===== src/rtl/ptrq_pkg.sv =====
// Shared types and constants of the periodic task ready queue.
// No dependencies; used by every module in rtl/.
package ptrq_pkg;

  localparam int QUEUE_DEPTH = 16;
  localparam int TASK_COUNT  = 8;
  localparam int QIDX_W      = (QUEUE_DEPTH > 1) ? $clog2(QUEUE_DEPTH) : 1;
  localparam int LEVEL_W     = 5;
  localparam int TIDX_W      = 3;
  localparam int CFG_IDX_W   = 3;
  localparam int CFG_DATA_W  = 64;

  localparam logic [2:0] ACT_TICK       = 3'd0;
  localparam logic [2:0] ACT_ADD        = 3'd1;
  localparam logic [2:0] ACT_ADD_UNIQUE = 3'd2;
  localparam logic [2:0] ACT_GET        = 3'd3;
  localparam logic [2:0] ACT_INIT       = 3'd4;

  localparam logic [CFG_IDX_W-1:0] REG_PERIOD_LO = 3'd0;
  localparam logic [CFG_IDX_W-1:0] REG_PERIOD_HI = 3'd1;
  localparam logic [CFG_IDX_W-1:0] REG_OFFSET_LO = 3'd2;
  localparam logic [CFG_IDX_W-1:0] REG_OFFSET_HI = 3'd3;
  localparam logic [CFG_IDX_W-1:0] REG_MASK      = 3'd4;
  localparam logic [CFG_IDX_W-1:0] REG_STEP      = 3'd5;

  typedef logic [QIDX_W-1:0] qidx_t;

  typedef struct packed {
    logic [2:0] action;
    logic [7:0] task_ident;
  } req_t;

  typedef struct packed {
    logic               got_task;
    logic [7:0]         task_out;
    logic [LEVEL_W-1:0] queue_level;
    logic [15:0]        overrun_total;
  } res_t;

endpackage


===== src/rtl/ptrq_ring.sv =====
// Ready ring storage: one write port, one read port, registered read data.
// Depends on ptrq_pkg.
module ptrq_ring (
  input  logic            clk,
  input  logic            we,
  input  ptrq_pkg::qidx_t waddr,
  input  logic [7:0]      wdata,
  input  ptrq_pkg::qidx_t raddr,
  output logic [7:0]      rdata
);

  logic [7:0] mem [ptrq_pkg::QUEUE_DEPTH];
  logic [7:0] rdata_r;

  always_ff @(posedge clk) begin
    if (we) begin
      mem[waddr] <= wdata;
    end
    rdata_r <= mem[raddr];
  end

  assign rdata = rdata_r;

endmodule


===== src/rtl/periodic_task_ready_queue_unit.sv =====
// Periodic task ready queue, top level.
// Depends on ptrq_pkg and ptrq_ring.

// A request is taken when start is high and busy is low; exactly one result
// comes back per request, on out_res for a single cycle with out_valid high,
// and the receiver cannot hold it off. Timing is set by the serial walk over
// the two memories (ready ring, task counters), one access per cycle: add
// and undefined actions, and get on an empty queue, finish on accept; get
// otherwise reads the ring head first; init writes one counter per task
// after the accept; tick reads, then modifies and writes, the counter of
// each periodic task and skips each task whose mask bit is clear; add-unique
// compares the queued entries in turn, up to QUEUE_DEPTH, until a match.
// The result appears the cycle after the last step and busy drops
// at the same time. No clearing pass after reset.
module periodic_task_ready_queue_unit (
  input  logic                                clk,
  input  logic                                rst_n,
  input  logic                                start,
  output logic                                busy,
  input  ptrq_pkg::req_t                      in_req,
  output logic                                out_valid,
  output ptrq_pkg::res_t                      out_res,
  input  logic                                cfg_we,
  input  logic [ptrq_pkg::CFG_IDX_W-1:0]      cfg_index,
  input  logic [ptrq_pkg::CFG_DATA_W-1:0]     cfg_wdata
);

  localparam logic [2:0] S_IDLE     = 3'd0;
  localparam logic [2:0] S_TICK_RD  = 3'd1;
  localparam logic [2:0] S_TICK_MOD = 3'd2;
  localparam logic [2:0] S_INIT     = 3'd3;
  localparam logic [2:0] S_SRCH     = 3'd4;
  localparam logic [2:0] S_GET      = 3'd5;

  localparam logic [ptrq_pkg::TIDX_W-1:0] LAST_TASK =
    ptrq_pkg::TIDX_W'(ptrq_pkg::TASK_COUNT - 1);
  localparam ptrq_pkg::qidx_t LAST_QIDX = ptrq_pkg::QIDX_W'(ptrq_pkg::QUEUE_DEPTH - 1);
  localparam logic [ptrq_pkg::LEVEL_W-1:0] FULL_LEVEL =
    ptrq_pkg::LEVEL_W'(ptrq_pkg::QUEUE_DEPTH);

  // configuration
  logic [63:0] period_lo_r, period_hi_r, offset_lo_r, offset_hi_r;
  logic [7:0]  mask_r;
  logic [15:0] step_r;

  // control state
  logic [2:0]                        state_r, state_nxt;
  ptrq_pkg::req_t                    req_r;
  logic [ptrq_pkg::TIDX_W-1:0]       idx_r, idx_nxt;
  ptrq_pkg::qidx_t                   pos_r, pos_nxt;
  logic [ptrq_pkg::LEVEL_W-1:0]      k_r, k_nxt;
  ptrq_pkg::qidx_t                   head_r, head_nxt, tail_r, tail_nxt;
  logic [ptrq_pkg::LEVEL_W-1:0]      count_r, count_nxt;
  logic [15:0]                       ovr_r, ovr_nxt;
  logic                              out_valid_r;
  ptrq_pkg::res_t                    out_res_r;

  // counter memory, valid bit per entry stands in for the zero reset
  logic [15:0]                       cnt_mem [ptrq_pkg::TASK_COUNT];
  logic [15:0]                       cnt_rdata_r;
  logic [ptrq_pkg::TASK_COUNT-1:0]   cnt_vld_r;
  logic                              cnt_we;
  logic [15:0]                       cnt_wdata;

  // ring port signals
  logic                              ring_we;
  ptrq_pkg::qidx_t                   ring_raddr;
  logic [7:0]                        ring_wdata;
  logic [7:0]                        ring_rdata;

  // step control
  logic                              emit, got;
  logic [7:0]                        task_o;
  logic                              enq;
  logic [7:0]                        enq_id;
  logic                              init_q;

  // per-task operands
  logic [15:0]                       per_cur, off_cur, cnt_cur;
  logic [16:0]                       cnt_sum;

  function automatic logic [15:0] field16(input logic [63:0] lo, input logic [63:0] hi,
                                          input logic [ptrq_pkg::TIDX_W-1:0] t);
    logic [63:0] w;
    w = t[2] ? hi : lo;
    return w[16*t[1:0] +: 16];
  endfunction

  function automatic ptrq_pkg::qidx_t qinc(input ptrq_pkg::qidx_t p);
    return (p == LAST_QIDX) ? '0 : p + 1'b1;
  endfunction

  assign per_cur = field16(period_lo_r, period_hi_r, idx_r);
  assign off_cur = field16(offset_lo_r, offset_hi_r, idx_r);
  assign cnt_cur = cnt_vld_r[idx_r] ? cnt_rdata_r : 16'd0;
  assign cnt_sum = {1'b0, cnt_cur} + {1'b0, step_r};

  ptrq_ring u_ring (
    .clk   (clk),
    .we    (ring_we),
    .waddr (tail_r),
    .wdata (ring_wdata),
    .raddr (ring_raddr),
    .rdata (ring_rdata)
  );

  always_comb begin
    state_nxt  = state_r;
    idx_nxt    = idx_r;
    pos_nxt    = pos_r;
    k_nxt      = k_r;
    head_nxt   = head_r;
    tail_nxt   = tail_r;
    count_nxt  = count_r;
    ovr_nxt    = ovr_r;
    ring_we    = 1'b0;
    ring_wdata = 8'd0;
    ring_raddr = head_r;
    cnt_we     = 1'b0;
    cnt_wdata  = 16'd0;
    emit       = 1'b0;
    got        = 1'b0;
    task_o     = 8'd0;
    enq        = 1'b0;
    enq_id     = 8'd0;
    init_q     = 1'b0;

    unique case (state_r)
      S_IDLE: begin
        // ring read at head is always in flight here, for get and search
        if (start) begin
          unique case (in_req.action)
            ptrq_pkg::ACT_TICK: begin
              idx_nxt   = '0;
              state_nxt = S_TICK_RD;
            end
            ptrq_pkg::ACT_ADD: begin
              enq    = 1'b1;
              enq_id = in_req.task_ident;
              emit   = 1'b1;
            end
            ptrq_pkg::ACT_ADD_UNIQUE: begin
              if (count_r == '0) begin
                enq    = 1'b1;
                enq_id = in_req.task_ident;
                emit   = 1'b1;
              end else begin
                pos_nxt   = head_r;
                k_nxt     = '0;
                state_nxt = S_SRCH;
              end
            end
            ptrq_pkg::ACT_GET: begin
              if (count_r == '0) begin
                emit = 1'b1;
              end else begin
                state_nxt = S_GET;
              end
            end
            ptrq_pkg::ACT_INIT: begin
              init_q    = 1'b1;
              idx_nxt   = '0;
              state_nxt = S_INIT;
            end
            default: begin
              emit = 1'b1;
            end
          endcase
        end
      end
      S_TICK_RD: begin
        // counter read at idx_r issues this cycle; tasks with a clear mask bit are skipped
        if (mask_r[idx_r]) begin
          state_nxt = S_TICK_MOD;
        end else if (idx_r == LAST_TASK) begin
          emit      = 1'b1;
          state_nxt = S_IDLE;
        end else begin
          idx_nxt = idx_r + 1'b1;
        end
      end
      S_TICK_MOD: begin
        cnt_we = 1'b1;
        if (cnt_cur >= per_cur) begin
          enq       = 1'b1;
          enq_id    = 8'(idx_r);
          cnt_wdata = 16'd0;
        end else begin
          cnt_wdata = cnt_sum[16] ? 16'hFFFF : cnt_sum[15:0];
        end
        if (idx_r == LAST_TASK) begin
          emit      = 1'b1;
          state_nxt = S_IDLE;
        end else begin
          idx_nxt   = idx_r + 1'b1;
          state_nxt = S_TICK_RD;
        end
      end
      S_INIT: begin
        cnt_we    = 1'b1;
        cnt_wdata = per_cur - off_cur;
        if (idx_r == LAST_TASK) begin
          emit      = 1'b1;
          state_nxt = S_IDLE;
        end else begin
          idx_nxt = idx_r + 1'b1;
        end
      end
      S_SRCH: begin
        // ring_rdata holds the entry at pos_r
        if (ring_rdata == req_r.task_ident) begin
          emit      = 1'b1;
          state_nxt = S_IDLE;
        end else if (k_r == count_r - 1'b1) begin
          enq       = 1'b1;
          enq_id    = req_r.task_ident;
          emit      = 1'b1;
          state_nxt = S_IDLE;
        end else begin
          ring_raddr = qinc(pos_r);
          pos_nxt    = qinc(pos_r);
          k_nxt      = k_r + 1'b1;
        end
      end
      S_GET: begin
        got       = 1'b1;
        task_o    = ring_rdata;
        head_nxt  = qinc(head_r);
        count_nxt = count_r - 1'b1;
        emit      = 1'b1;
        state_nxt = S_IDLE;
      end
      default: begin
        state_nxt = S_IDLE;
      end
    endcase

    if (enq) begin
      if (count_r < FULL_LEVEL) begin
        ring_we    = 1'b1;
        ring_wdata = enq_id;
        count_nxt  = count_r + 1'b1;
        tail_nxt   = qinc(tail_r);
      end else if (ovr_r != 16'hFFFF) begin
        ovr_nxt = ovr_r + 1'b1;
      end
    end

    if (init_q) begin
      head_nxt  = '0;
      tail_nxt  = '0;
      count_nxt = '0;
      ovr_nxt   = '0;
    end
  end

  always_ff @(posedge clk) begin
    if (!rst_n) begin
      state_r     <= S_IDLE;
      idx_r       <= '0;
      pos_r       <= '0;
      k_r         <= '0;
      head_r      <= '0;
      tail_r      <= '0;
      count_r     <= '0;
      ovr_r       <= '0;
      out_valid_r <= 1'b0;
      cnt_vld_r   <= '0;
      period_lo_r <= '0;
      period_hi_r <= '0;
      offset_lo_r <= '0;
      offset_hi_r <= '0;
      mask_r      <= '0;
      step_r      <= 16'd10;
    end else begin
      state_r     <= state_nxt;
      idx_r       <= idx_nxt;
      pos_r       <= pos_nxt;
      k_r         <= k_nxt;
      head_r      <= head_nxt;
      tail_r      <= tail_nxt;
      count_r     <= count_nxt;
      ovr_r       <= ovr_nxt;
      out_valid_r <= emit;
      if (cnt_we) begin
        cnt_vld_r[idx_r] <= 1'b1;
      end
      if (cfg_we) begin
        unique case (cfg_index)
          ptrq_pkg::REG_PERIOD_LO: period_lo_r <= cfg_wdata;
          ptrq_pkg::REG_PERIOD_HI: period_hi_r <= cfg_wdata;
          ptrq_pkg::REG_OFFSET_LO: offset_lo_r <= cfg_wdata;
          ptrq_pkg::REG_OFFSET_HI: offset_hi_r <= cfg_wdata;
          ptrq_pkg::REG_MASK:      mask_r      <= cfg_wdata[7:0];
          ptrq_pkg::REG_STEP:      step_r      <= cfg_wdata[15:0];
          default: ;
        endcase
      end
    end
  end

  // payload registers and counter memory
  always_ff @(posedge clk) begin
    if (start && !busy) begin
      req_r <= in_req;
    end
    if (emit) begin
      out_res_r.got_task      <= got;
      out_res_r.task_out      <= task_o;
      out_res_r.queue_level   <= count_nxt;
      out_res_r.overrun_total <= ovr_nxt;
    end
    if (cnt_we) begin
      cnt_mem[idx_r] <= cnt_wdata;
    end
    cnt_rdata_r <= cnt_mem[idx_r];
  end

  assign busy      = (state_r != S_IDLE);
  assign out_valid = out_valid_r;
  assign out_res   = out_res_r;

endmodule


===== config.mk =====
export PLATFORM = sky130hd
export DESIGN_NAME = periodic_task_ready_queue_unit
export DESIGN_NICKNAME = d
export VERILOG_FILES = /design/src/rtl/ptrq_pkg.sv /design/src/rtl/ptrq_ring.sv /design/src/rtl/periodic_task_ready_queue_unit.sv
export SDC_FILE = /design/constraint.sdc
export NUM_CORES = 1
export LEC_CHECK = 0
export BUFFER_PORTS_ARGS = -buffer_cell sky130_fd_sc_hd__buf_2
export CORE_UTILIZATION = 55
export DETAILED_ROUTE_END_ITERATION = 7
export GPL_ROUTABILITY_DRIVEN = 1
export PLACE_DENSITY = 0.75
export SLEW_MARGIN = 10
export SYNTH_ARGS = -nofsm -noshare
export SYNTH_HDL_FRONTEND = slang
export SYNTH_SLANG_ARGS = --single-unit

===== constraint.sdc =====
create_clock -name clk -period 4.4 [get_ports clk]
set_input_delay 0.88 -clock clk [delete_from_list [all_inputs] [get_ports clk]]
set_output_delay 0.88 -clock clk [all_outputs]
set_load 0.01 [all_outputs]

After elaboration in Yosys (flattened, before gate mapping)
Memory sizes are Yosys's and may differ from the RTL's. A register that Yosys moved wholly into a read port is not among the register bits.
Index checks and enable logic that the tools add are counted.

storage, ports and cells
  flip-flop bits (word level) = 371
  RAM bits = 256
  bits of input ports = 82
  output and inout port bits = 32
  word-level logic and storage cells = 183
  memories kept = 2

memory list
  name        depth  width  rd ports  clocked after Yosys merged registers in  write ports  RTL line                              text
  cnt_mem     8      16     1         1                                        1            periodic_task_ready_queue_unit.sv:59  logic [15:0] cnt_mem [ptrq_pkg::TASK_COUNT];
  u_ring.mem  16     8      1         1                                        1            ptrq_ring.sv:12                       logic [7:0] mem [ptrq_pkg::QUEUE_DEPTH];

operators by class
  add/sub/neg operators = 10
  order comparisons = 4
  equality and inequality tests = 32
  shift-type cells = 2
  mux-type cells = 86
  bitwise operators = 2
  reduce and logical (&&, ||, !) cells = 24

operator list
  cell                   count
  $mux 64                2
  $shiftx 64x7->16       2
  $mux 16                7
  $mux 8                 6
  $mux 5                 9
  $mux 4                 11
  $mux 3                 12
  $pmux 16 s2            1
  $mux 1                 24
  $pmux 8 s3             1
  $eq 3x2->1 const B     6
  $eq 3x3->1 const B     6
  $add 16x16->17         1
  $add 16x1->16 const B  1
  $ge 16x16->1           1
  $ne 16x16->1 const B   1
  $pmux 8 s2             1
  $sub 16x16->16         1
  $pmux 3 s5             1
  $reduce_and 2->1       7
  $add 4x1->4 const B    3
  $eq 4x4->1 const B     3
  $ne 2x2->1 const B     6
  $pmux 3 s4             1
  other kinds (32)       46

Logic depth before layout (Yosys ltp)
  word-level depth = 9
  depth in mapped cells = 18
  depth with buffers taken out = 16

Hierarchy
Synthesis repeated with hierarchy kept, for this count alone.

second synthesis, totals
  cells, all modules = 2589
  area total of the unflattened synthesis = 28031.9 sq um

by module, submodules not included
  module                          instances  cells each  area each (sq um)
  periodic_task_ready_queue_unit  1          2360        22884.4
  ptrq_ring                       1          229         5147.4

Least setup slack after synthesis
Ideal clock, no wire load.

  kind = register to register
  start point = register idx_r[2] (netlist name)
  end point = register out_res_r (netlist bit out_res[3]), data pin
  arrival = 4621 ps
  setup slack = -477 ps
  stages on the path, launching flop included = 18
  clock period less this slack = 4877 ps
  path through = dfxtp_1 > buf_2 > buf_1 > clkbuf_1 > buf_1 > mux4_2 > mux2i_1 > ha_1 > a21o_1 > a21o_1 > a21o_1 > a21o_1 > a211o_1 > a2111oi_4 > a21o_2 > buf_6 > nor2_2 > a31o_2

between the ends
  cells in the longest elaborated chain, start to end = 8
  elaborated cells between the ends (all ways) = 10

RTL lines
  item                                                             RTL line                               text
  from (decl)                                                      periodic_task_ready_queue_unit.sv:49   logic [ptrq_pkg::TIDX_W-1:0] idx_r, idx_nxt;
  from (signal assigned)                                           periodic_task_ready_queue_unit.sv:277  idx_r <= idx_nxt;
  parallel branches: the longest is 3 deep, another holds $mux 64  --
  $ge 16x16->1 (*)                                                 periodic_task_ready_queue_unit.sv:184  if (cnt_cur >= per_cur) begin
  $mux 1 (*)                                                       periodic_task_ready_queue_unit.sv:184
  $pmux 1 s3 (*)                                                   periodic_task_ready_queue_unit.sv:128  unique case (state_r)
  $mux 16 (*)                                                      periodic_task_ready_queue_unit.sv:238  if (enq) begin
  $mux 16 (*)                                                      periodic_task_ready_queue_unit.sv:249  if (init_q) begin
  named net ovr_nxt[3]                                             periodic_task_ready_queue_unit.sv:54   logic [15:0] ovr_r, ovr_nxt;
  to (decl)                                                        periodic_task_ready_queue_unit.sv:56   ptrq_pkg::res_t out_res_r;

Mark *: on every way through the listed nets, which the timed path passes. The select of a mux whose other input is x is not followed.
A chain may end at the register's enable or synchronous reset.

Worst setup path in the final report
  start point = register idx_r[0] (netlist name)
  end point = register ovr_r[11]

between the ends
  cells in the longest elaborated chain, start to end = 8
  elaborated cells between the ends (all ways) = 9

RTL lines
  item                                                                      RTL line                               text
  parallel branches: the longest is 3 deep, another holds $shiftx 64x7->16  --
  $ge 16x16->1 (*)                                                          periodic_task_ready_queue_unit.sv:184
  $mux 1 (*)                                                                periodic_task_ready_queue_unit.sv:184
  $pmux 1 s3 (*)                                                            periodic_task_ready_queue_unit.sv:128
  $mux 16 (*)                                                               periodic_task_ready_queue_unit.sv:238
  $mux 16 (*)                                                               periodic_task_ready_queue_unit.sv:249
  to (signal assigned)                                                      periodic_task_ready_queue_unit.sv:283  ovr_r <= ovr_nxt;
  to (decl)                                                                 periodic_task_ready_queue_unit.sv:54

Every way passes the cells marked *. The select of a mux whose other input is x is not followed.

==> metrics <==
outcome=finished, final reports clean; category of the most critical setup path=flip-flop to flip-flop; starting density of the core=56.18%; Final Hold Violating Endpoints=0; total grt overflow=0; Sw Ratio=22.58%; Cells after Synth=2607; Sequential cell area=15980 um^2; cell with the largest stage delay on the worst path=sky130_fd_sc_hd__mux4_2; post-DR wirelength/cell=21.51 um; final cycle utilization of the critical path=97.47%; hold bufs inserted after CTS=0; Via density=6.023; clock latency on the worst-skew pair=0.60 ns; post-route cell area=33290 um^2; proportion of synthesized chip area in sequential cells=54.98%; Worst Tran Pin Value=1.151 ns; critical path fanouts, max=13; final routed wirelength across all metal layers=74.82 mm; clock skew=0.02166 ns; PD cells=394.4 nW/um^2; core box area=51720 um^2; Area contributors post-synth=sky130_fd_sc_hd__edfxtp_1 30%, sky130_fd_sc_hd__dfxtp_1 25%, sky130_fd_sc_hd__nand2_1 8.1%; tightest slew margin relative to the limit=23.01%; FMAX=0.2332 GHz; Combinational Power Share=7.0%; post-synthesis sequential element count=651; half-perimeter wire length of the detailed placement result=49.92 mm; Post-synth ARST share=0%; cell with the most instances on the worst path=sky130_fd_sc_hd__buf_4; net count of the mapped netlist=2749; Synth area leader=sky130_fd_sc_hd__edfxtp_1; Post-DRT Antenna Nets=0; maximum vdd drop=328.9 uV; final setup violation count=0; Port Buf Inserts=113; setup repair after global routing missed its margin=no; CTS tree=built; clock sink total=651; Inserted Clock Buffers=69; layout overhead on the synthesized area=14.57%; total standard cell area after synthesis=29060 um^2; Worst Path Buf+Inv=6; nature of the critical path startpoint=flip-flop; worst-case clock buffer depth=3; critical path required time=4.94 ns; vias after detailed routing=20950; worst path cell trace=buf_4, buf_12, buf_12, mux4_2, mux2i_1, ha_1, a21o_1, a21o_1, a211o_4, a2111oi_4, buf_4, buf_4, a21oi_1, buf_4, a311oi_1, a31o_2; DRT Pass-1 Iters=6; number of nets in the final layout=2882; static leakage=11.63 nW; Chip Height=231.8 um; Distinct cells, synth=76; max cap viols=0; CP max stage delay=0.51 ns; initial detailed-routing violation count=1653; die width=231.8 um; Site Rows=83; number of slew-limit violations in the final report=0; count of filler cells inserted in the layout=3877; area of the multi-input gates=12530 um^2; global-route usage over all layers=28.35%; full die area=53750 um^2; per-instance average area after synthesis=11.15 um^2; DRC violation count after routing=0; type of element capturing the critical path=flip-flop; WP data arrival=4.83 ns; worst hold path class=flip-flop to flip-flop; number of warnings issued by yosys=0; power dissipated by switching net loads=0.002965 W; clock power share=43.6%; fraction of post-synthesis cell area in the top cell type by area=30.38%; H-tree depth=3; routability congestion estimate=0.9291; number of flops mapped to enable cells by yosys=294; cell type group with the largest total delay on the critical path=compound AO/OA/AOI/OAI gates; R2R setup slack=0.11 ns; register clock-pin slew on the reported worst setup and hold paths=0.06 ns; # IOs=114; Min Clock Period, post-route=4.289 ns; Area after DPL=30820 um^2; top cells by count, synth=624 x sky130_fd_sc_hd__nand2_1, 357 x sky130_fd_sc_hd__dfxtp_1, 294 x sky130_fd_sc_hd__edfxtp_1; vias in the first global route=20890; global-route wire length before repair=117.9 mm; antenna violations before repair=8; prevailing post-synth register cell=sky130_fd_sc_hd__dfxtp_1; fraction of layout cells with a size suffix above 1=18.42%; final setup TNS=0 ns; Flop pwr share=49.4%; internal power=0.01016 W; most used standard cell by instance count after synthesis=sky130_fd_sc_hd__nand2_1; pin count of the biggest net entering global routing=188; Root Driver=sky130_fd_sc_hd__clkbuf_16
final timing paths:
path,from,depth (start not counted),end
setup / recovery,idx_r[0],16,ovr_r[11]
hold / removal,offset_hi_r[1],2,offset_hi_r[1]
setup reg to reg,idx_r[0],16,ovr_r[11]
hold reg to reg,offset_hi_r[1],2,offset_hi_r[1]
worst register-to-register path: stages, from the launching register on:
cell	delay [ns]
sky130_fd_sc_hd__dfxtp_4	0.39
sky130_fd_sc_hd__buf_4	0.13
sky130_fd_sc_hd__buf_12	0.14
sky130_fd_sc_hd__buf_12	0.19
sky130_fd_sc_hd__mux4_2	0.53
sky130_fd_sc_hd__mux2i_1	0.33
sky130_fd_sc_hd__ha_1	0.32
sky130_fd_sc_hd__a21o_1	0.17
sky130_fd_sc_hd__a21o_1	0.19
sky130_fd_sc_hd__a211o_4	0.37
sky130_fd_sc_hd__a2111oi_4	0.38
sky130_fd_sc_hd__buf_4	0.20
sky130_fd_sc_hd__buf_4	0.13
sky130_fd_sc_hd__a21oi_1	0.07
sky130_fd_sc_hd__buf_4	0.20
sky130_fd_sc_hd__a311oi_1	0.33
sky130_fd_sc_hd__a31o_2	0.16
state kept, by name, summed over array words and instances, names as in the netlist:
signal / cells
u_ring.rdata: 8
offset_lo_r: 64
offset_hi_r: 64
k_r: 5
ovr_r: 16
req_r: 8
step_r: 16
pos_r: 4
cnt_rdata_r: 16
mask_r: 8
cnt_vld_r: 8
idx_r: 3
count_r: 5
tail_r: 4
u_ring.mem: 128
out_res: 30
cnt_mem: 128
state_r: 3
head_r: 4
out_valid: 1
period_lo_r: 64
period_hi_r: 64
metal layers:
metal | GRT usage [%] | wire (um) | up-vias
li1 | - | - | 9637
met1 | 38.15 | 31350 | 10390
met2 | 46.90 | 36180 | 800
met3 | 4.629 | 5261 | 122
met4 | 8.964 | 2002 | 4
met5 | 0 | 24 | -
per-stage QoR:
stage                     power (W)  util, %  setup slack (ns)  hold slack (ns)  std cells
final                       0.01313    64.37            0.1115           0.4610       3478
after global routing        0.01351    64.35          0.003031           0.4605       3475
after CTS                   0.01315    63.98          -0.05493           0.4519       3467
after detailed placement   0.007482    59.60           -0.1061           0.4541       3344
after global placement     0.007454    59.60          -0.05275           0.4477       3344
after floorplan            0.007133        -          -0.04097           0.4390       2607
placed cells by master, fill, tap and decap left out, drive strengths merged, types with 42 or more instances in the layout:
cell | synthesis | layout
mux2i | 84 | 84
a21boi | 280 | 280
nand2 | 624 | 624
a22oi | 72 | 72
nor2 | 81 | 81
buf | 41 | 222
ha | 58 | 58
edfxtp | 294 | 294
mux4 | 96 | 96
inv | 41 | 42
dfxtp | 357 | 357
clkbuf | 119 | 93
a21oi | 46 | 46
power groups by stage:
stage | Sequential (W) | Combinational (W) | Clock, W
detailed placement | 0.00661 | 0.000870 | 0
CTS | 0.00648 | 0.000886 | 0.00578
global placement | 0.00661 | 0.000847 | 0
floorplan | 0.00660 | 0.000532 | 0
global route | 0.00649 | 0.000990 | 0.00602
finish | 0.00648 | 0.000917 | 0.00573
timing repair:
item / in CTS / in global routing
setup buffers: 2 / 3
endpoints found under the setup margin: 49 / 295
pin swaps: 1 / 1
gates cloned: 0 / 0
resized for setup: 6 / 32
layout make-up:
| type | count | area share (%) |
|---|---|---|
| Timing Repair Buffer | 222 | 4.586 |
| Inverter | 42 | 0.4736 |
| Clock inverter | 28 | 0.8570 |
| Clock buffer | 93 | 5.807 |
| Sequential cell | 651 | 48.02 |
| Antenna cell | 8 | 0.06014 |
| Multi-Input combinational cell | 1754 | 37.64 |
| Tap cell | 680 | 2.556 |
cells by family after synthesis:
logic type	Yosys count	synth area share, %
mux	183	10.48
fa+ha+maj	62	2.709
xor+xnor	43	1.296
buf+inv	202	2.855
compound gates	539	13.60
simple gates	927	14.08
flops	651	54.98
(Power assumes the default switching activity.)
